[src/lssp_pkg.sv]
// ----------------------------------------------------------------------------
// lssp_pkg
// Shared types and constants of the link-state shortest path engine.
// ----------------------------------------------------------------------------
package lssp_pkg;

  localparam int NODE_W = 5;
  localparam int COST_W = 16;
  localparam int PATH_W = 21;
  localparam logic [PATH_W-1:0] PATH_MAX = {PATH_W{1'b1}};

  localparam logic FUNC_UPDATE = 1'b0;
  localparam logic FUNC_QUERY  = 1'b1;

  typedef enum logic [3:0] {
    ST_CLEAR,
    ST_IDLE,
    ST_UPD_RD,
    ST_UPD_WR,
    ST_CMP_INIT,
    ST_CMP_PASS,
    ST_Q_RD,
    ST_Q_FIRST,
    ST_Q_WALK,
    ST_Q_LOAD,
    ST_RESULT
  } state_t;

  // controller to datapath
  typedef struct packed {
    logic clr_step;
    logic cfg_ack;
    logic capture;
    logic upd_rd;
    logic upd_wr;
    logic cmp_init;
    logic pass_step;
    logic pass_end;
    logic q_rd;
    logic q_first;
    logic q_issue;
    logic q_load;
    logic out_load;
  } cmd_t;

  // datapath to controller
  typedef struct packed {
    logic clr_done;
    logic cfg_pend;
    logic self_ok;
    logic pass_done;
    logic found;
    logic q_route;
    logic walk_done;
    logic out_free;
  } stat_t;

endpackage

[src/lssp_ctrl.sv]
// ----------------------------------------------------------------------------
// lssp_ctrl
// Sequencer: clearing pass, update, route recompute passes, query walk.
// ----------------------------------------------------------------------------
module lssp_ctrl
  import lssp_pkg::*;
(
  input  logic  clk,
  input  logic  rst_n,
  input  logic  in_valid,
  input  logic  in_func,
  output logic  in_ready,
  input  stat_t stat,
  output cmd_t  cmd
);

  state_t state_r, state_nxt;
  logic   from_cfg_r, from_cfg_nxt;

  always_ff @(posedge clk) begin
    if (!rst_n) begin
      state_r    <= ST_CLEAR;
      from_cfg_r <= 1'b0;
    end else begin
      state_r    <= state_nxt;
      from_cfg_r <= from_cfg_nxt;
    end
  end

  always_comb begin
    state_nxt    = state_r;
    from_cfg_nxt = from_cfg_r;
    cmd          = '0;
    in_ready     = 1'b0;
    case (state_r)
      ST_CLEAR: begin
        if (stat.clr_done) state_nxt = ST_IDLE;
        else cmd.clr_step = 1'b1;
      end
      ST_IDLE: begin
        if (stat.cfg_pend) begin
          cmd.cfg_ack  = 1'b1;
          from_cfg_nxt = 1'b1;
          state_nxt    = ST_CMP_INIT;
        end else begin
          in_ready = 1'b1;
          if (in_valid) begin
            cmd.capture  = 1'b1;
            from_cfg_nxt = 1'b0;
            state_nxt    = (in_func == FUNC_QUERY) ? ST_Q_RD : ST_UPD_RD;
          end
        end
      end
      ST_UPD_RD: begin
        cmd.upd_rd = 1'b1;
        state_nxt  = ST_UPD_WR;
      end
      ST_UPD_WR: begin
        cmd.upd_wr = 1'b1;
        state_nxt  = ST_CMP_INIT;
      end
      ST_CMP_INIT: begin
        cmd.cmp_init = 1'b1;
        if (stat.self_ok) state_nxt = ST_CMP_PASS;
        else state_nxt = from_cfg_r ? ST_IDLE : ST_RESULT;
      end
      ST_CMP_PASS: begin
        if (!stat.pass_done) begin
          cmd.pass_step = 1'b1;
        end else begin
          cmd.pass_end = 1'b1;
          if (!stat.found) state_nxt = from_cfg_r ? ST_IDLE : ST_RESULT;
        end
      end
      ST_Q_RD: begin
        cmd.q_rd  = 1'b1;
        state_nxt = stat.q_route ? ST_Q_FIRST : ST_RESULT;
      end
      ST_Q_FIRST: begin
        cmd.q_first = 1'b1;
        state_nxt   = ST_Q_WALK;
      end
      ST_Q_WALK: begin
        if (stat.walk_done) begin
          state_nxt = ST_RESULT;
        end else begin
          cmd.q_issue = 1'b1;
          state_nxt   = ST_Q_LOAD;
        end
      end
      ST_Q_LOAD: begin
        cmd.q_load = 1'b1;
        state_nxt  = ST_Q_WALK;
      end
      ST_RESULT: begin
        if (stat.out_free) begin
          cmd.out_load = 1'b1;
          state_nxt    = ST_IDLE;
        end
      end
      default: state_nxt = ST_CLEAR;
    endcase
  end

endmodule

[config.mk]
export PLATFORM = sky130hd
export DESIGN_NAME = lssp_ctrl
export DESIGN_NICKNAME = d
export VERILOG_FILES = /design/src/lssp_pkg.sv /design/src/lssp_ctrl.sv
export SDC_FILE = /design/constraint.sdc
export NUM_CORES = 1
export LEC_CHECK = 0
export BUFFER_PORTS_ARGS = -buffer_cell sky130_fd_sc_hd__buf_2
export CAP_MARGIN = 5
export CORE_ASPECT_RATIO = 1.1
export CORE_MARGIN = 3
export CORE_UTILIZATION = 40
export DETAILED_ROUTE_END_ITERATION = 8
export GPL_ROUTABILITY_DRIVEN = 0
export GPL_TIMING_DRIVEN = 0
export PLACE_DENSITY = 0.69
export RECOVER_POWER = 50
export SLEW_MARGIN = 10
export SYNTH_ARGS = -nofsm -noshare
export SYNTH_HDL_FRONTEND = slang
export SYNTH_SLANG_ARGS = --single-unit
[constraint.sdc]
create_clock -name clk -period 1.13 [get_ports clk]
set_input_delay 0.0565 -clock clk [delete_from_list [all_inputs] [get_ports clk]]
set_output_delay 0.0565 -clock clk [all_outputs]
set_load 0.005 [all_outputs]
* Word level (Yosys, flattened, before mapping)
Index checks and enable logic that the tools add are counted.
** Operators by class
- Equality and inequality tests :: 15
- Mux-type cells :: 35
- Reduce and logical (&&, ||, !) cells :: 5
** Operators by type and width (number)
- case mux 4 bit (10 select lines) :: 1
- two-way mux 4 bit :: 9
- two-way mux 1 bit :: 21
- equality test 4 x 3 -> 1 bit, second input constant :: 4
- equality test 4 bit, second input constant :: 3
- equality test 4 x 2 -> 1 bit, second input constant :: 2
- inequality test 2 bit, second input constant :: 4
- two-way mux 2 bit :: 3
- AND reduction 5 bit :: 1
- equality test 4 x 1 -> 1 bit, second input constant :: 1
- zero test 4 bit :: 1
- two-way mux 3 bit :: 1
- inequality test 3 bit, second input constant :: 1
- AND reduction 2 bit :: 1
- nonzero test 2 bit :: 1
- OR reduction 2 bit :: 1
** Word-level totals
- Flip-flop bits (word level) :: 5

* Logic depth before layout (Yosys ltp)
- Depth in word-level cells :: 4
- Depth in mapped cells :: 6

* Worst setup path before layout
OpenSTA, ideal clock, no wires.
- Path type :: reg-to-output
- Start :: reg state_r[2]
- End :: out cmd[12] (netlist bit)
- Arrival time :: 1151 ps
- Setup slack :: -78 ps
- Cell stages (with the launch flop) :: 4
- Buffers on the path :: 1
- Cell sequence :: dfxtp_1 -> buf_4 -> or4_1 -> nor2_1
** RTL lines
- start, declared :: RTL line lssp_ctrl.sv:17 : state_t state_r, state_nxt;
- start signal, assigned :: RTL line lssp_ctrl.sv:25 : state_r <= state_nxt;
- end, declared :: RTL line lssp_ctrl.sv:14 : output cmd_t cmd

==> key figures <==
Status
  – Status: complete, but fails checks
  – Failing checks: negative setup slack

Floorplanning
  – Io pins: 26
  – Core region area: 0.00140 mm^2
  – Height of the die: between 40 and 50 um
  – Die Wd: 43.2 um
  – Num rows: 14
  – Initial Utilization: 43.5%
  – Die area: 0.00203 mm^2

Global route
  – Overflow after GRT: 0
  – Largest net degree at the start of global routing: 11
  – Gr usage total: approximately a quarter
  – Top Usage Layer GRT: met2
  – First-pass GRT wire length: 3.62 mm
  – Global Route met1 Usage: between 20% and 30%
  – Met2 usage: between 40% and 50%
  – Vias in the first global route: around 800
  – Initial antenna violation count: 0
  – Met3 Usage GRT: approximately 5.0%

Routing
  – DR DRC count: 0
  – Drt pass-1 iters: 4
  – Via count: 809
  – Final wirelength: 2.47 mm
  – Detailed-route wire length per cell: 17.6 um
  – Drt initial violations: 25
  – Via-to-Cell Ratio: 5.78
  – Antenna viol nets, final: 0

STA
  – RSZ-0062 raised after global routing: true
  – Hold Vio Cnt, Final: 0
  – Fin crit share: 137%
  – Clk_skew: 4.64 ps
  – Normalized max-slew margin: 78.9%
  – Setup Viol. Count Final: 19
  – Final Hold Slack: 97.4 ps
  – Final TNS setup: -4540 ps
  – Fin crit period: 1550 ps
  – Final slew viol count: 0
  – Worst slew pin tran: ~310 ps
  – Setup ws final: -418 ps
  – Fmax: 0.646 GHz

Setup path
  – Reg-to-Reg End: state_r[2]
  – Critical path class: flop to output pin
  – Beginning of the worst register-to-register path: state_r[1]
  – Worst-case reg-to-reg path depth: 7
  – CP Capture Type: output pin
  – Worst Path Arrival: 1490 ps
  – WP data required: 1070 ps
  – CP max FO: 5
  – Register-to-register setup slack: -350 ps
  – Nature of the critical path startpoint: flop

Min path
  – Worst hold path class: input pin to flop
  – Hold EP: from_cfg_r
  – Hold Crit Depth: 2
  – HP Start: rst_n

Synth
  – Post-synth cell types: 39
  – Avg Synthesized Cell Area: 8.23 um^2
  – Adder-cell share of the synthesized area: 0%
  – Simple-Gate Fraction of Synth Area: 45.2%
  – Largest family of logic cells by synthesized area: simple AND/OR/NAND/NOR gates
  – Sequential-to-total area share from yosys stat: 16.4%
  – Yosys top cell by area: dfxtp_1
  – Synth Warn #: 0
  – Mux cell area share after synthesis: 0%
  – Synth top area cells: dfxtp_1, nor2b_1, nor4bb_4
  – Syn Inst Count: 74
  – FF+latch count, synth: 5
  – XOR/XNOR Fraction of Synth Area: 0%
  – Synth Area in Compound Gates: 29.4%
  – Post-synthesis cell area: 609 um^2
  – Post-synth top area share: 16.4%
  – Syn nets: 86

Pwr
  – Leakage power: roughly 0.5 nW
  – Maximum vdd drop: 0.00129 V
  – Pwr/cell area: 1690 mW/mm^2
  – Power, Total: 1.97 mW

Placed design
  – Placed insts: 115
  – Detailed placer's ending HPWL: 1.22 mm
  – IO buf count: 25
  – Placed cell areas: 761 um^2
  – DP Worst Slack: -235 ps

CTS
  – CTS tree: yes
  – H-tree levels: 1
  – CTS buffer count: 3
  – Clock Tree Buf Depth: 2
  – Sink Count: 5
  – Root Driver: clkbuf_4
  – Clk_lat worst skew: 240 ps
  – Clk slew on worst S/H paths: 50 ps

Run
  – Max-Cap Viols: 0

Layout
  – Core Util, Final: 82.9%
  – P&R area growth vs syn: 90.6%
  – Post-route cell area: 0.00116 mm^2
  – Non-Filler Instances: 140
  – Layout cells sized above 1: approximately two thirds
  – Commonest cells after routing, fill and taps aside: buf_2, buf_4, buf_6
  – Antenna diodes: 0
  – Commonest non-fill, non-tap cell in the layout: buf_2
  – Nets: about 140
  – Layout fillers: 80
[layout make-up]
type,instances,area (um^2),share of cell area [%]
Tap cell,16,20.0,1.72
Sequential cell,5,115,9.91
Clock buffer,4,26.3,2.26
Multi-Input combinational cell,60,582,50.1
Buffer,4,61.3,5.28
Inverter,4,17.5,1.51
Timing Repair Buffer,47,339,29.2
[where the power goes]
| part | internal [mW] | switching, mW | total (mW) |
|---|---|---|---|
| sequential | 0.240 | 0.0933 | 0.334 |
| combinational | 0.798 | 0.624 | 1.42 |
| clock | 0.134 | 0.0766 | 0.210 |
[state kept, by name (all words and copies together), names as in the netlist]
signal	flops
from_cfg_r	1
state_r	4
[cells by family (layout without fill, tap and decap cells)]
family / count (synthesis) / after routing
compound gates: 23 / 23
simple gates: 37 / 37
buf+inv: 9 / 59
flops: 5 / 5
[metal layers]
metal / up-vias / wire (um)
met4: 0 / 47
met5: - / 0
met3: 6 / 120
li1: 377 / -
met1: 393 / 937
met2: 33 / 1360
[cells in the mapped netlist, drive strengths merged]
library cell	count
a21boi	2
a41oi	1
nor2b	5
nor4b	2
o32a	1
a31oi	2
o22ai	1
and3b	1
nor2	5
buf	5
a211oi	1
a22oi	1
and2b	1
o21a	3
nand4bb	1
or4	1
a21oi	4
inv	4
o21ai	4
nor3b	1
nand4b	1
nand2b	3
o2111ai	1
nor4bb	1
o311ai	1
and2	3
dfxtp	5
nor3	4
and3	3
nand3b	2
a211o	1
nand2	3
[what timing repair did]
item,CTS,global route
pin swaps,14,12
buffers inserted,16,8
setup endpoints to repair,19,19
resized for setup,39,15
hold buffers,0,0
[worst max path at each step]
stage	from	to	depth (start not counted)
finish	state_r[3]	cmd[12]	4
global route	state_r[3]	cmd[12]	4
CTS	state_r[3]	cmd[12]	4
detailed placement	state_r[0]	state_r[1]	4
global placement	state_r[0]	state_r[1]	4
floorplan	state_r[1]	state_r[0]	5
[worst max-delay path, stage by stage (launching register included)]
cell,delay [ps]
dfxtp_4,360
buf_6,130
or4_4,520
nor2_1,110
buf_2,130
Note: power is estimated with default switching activity, not from simulation.
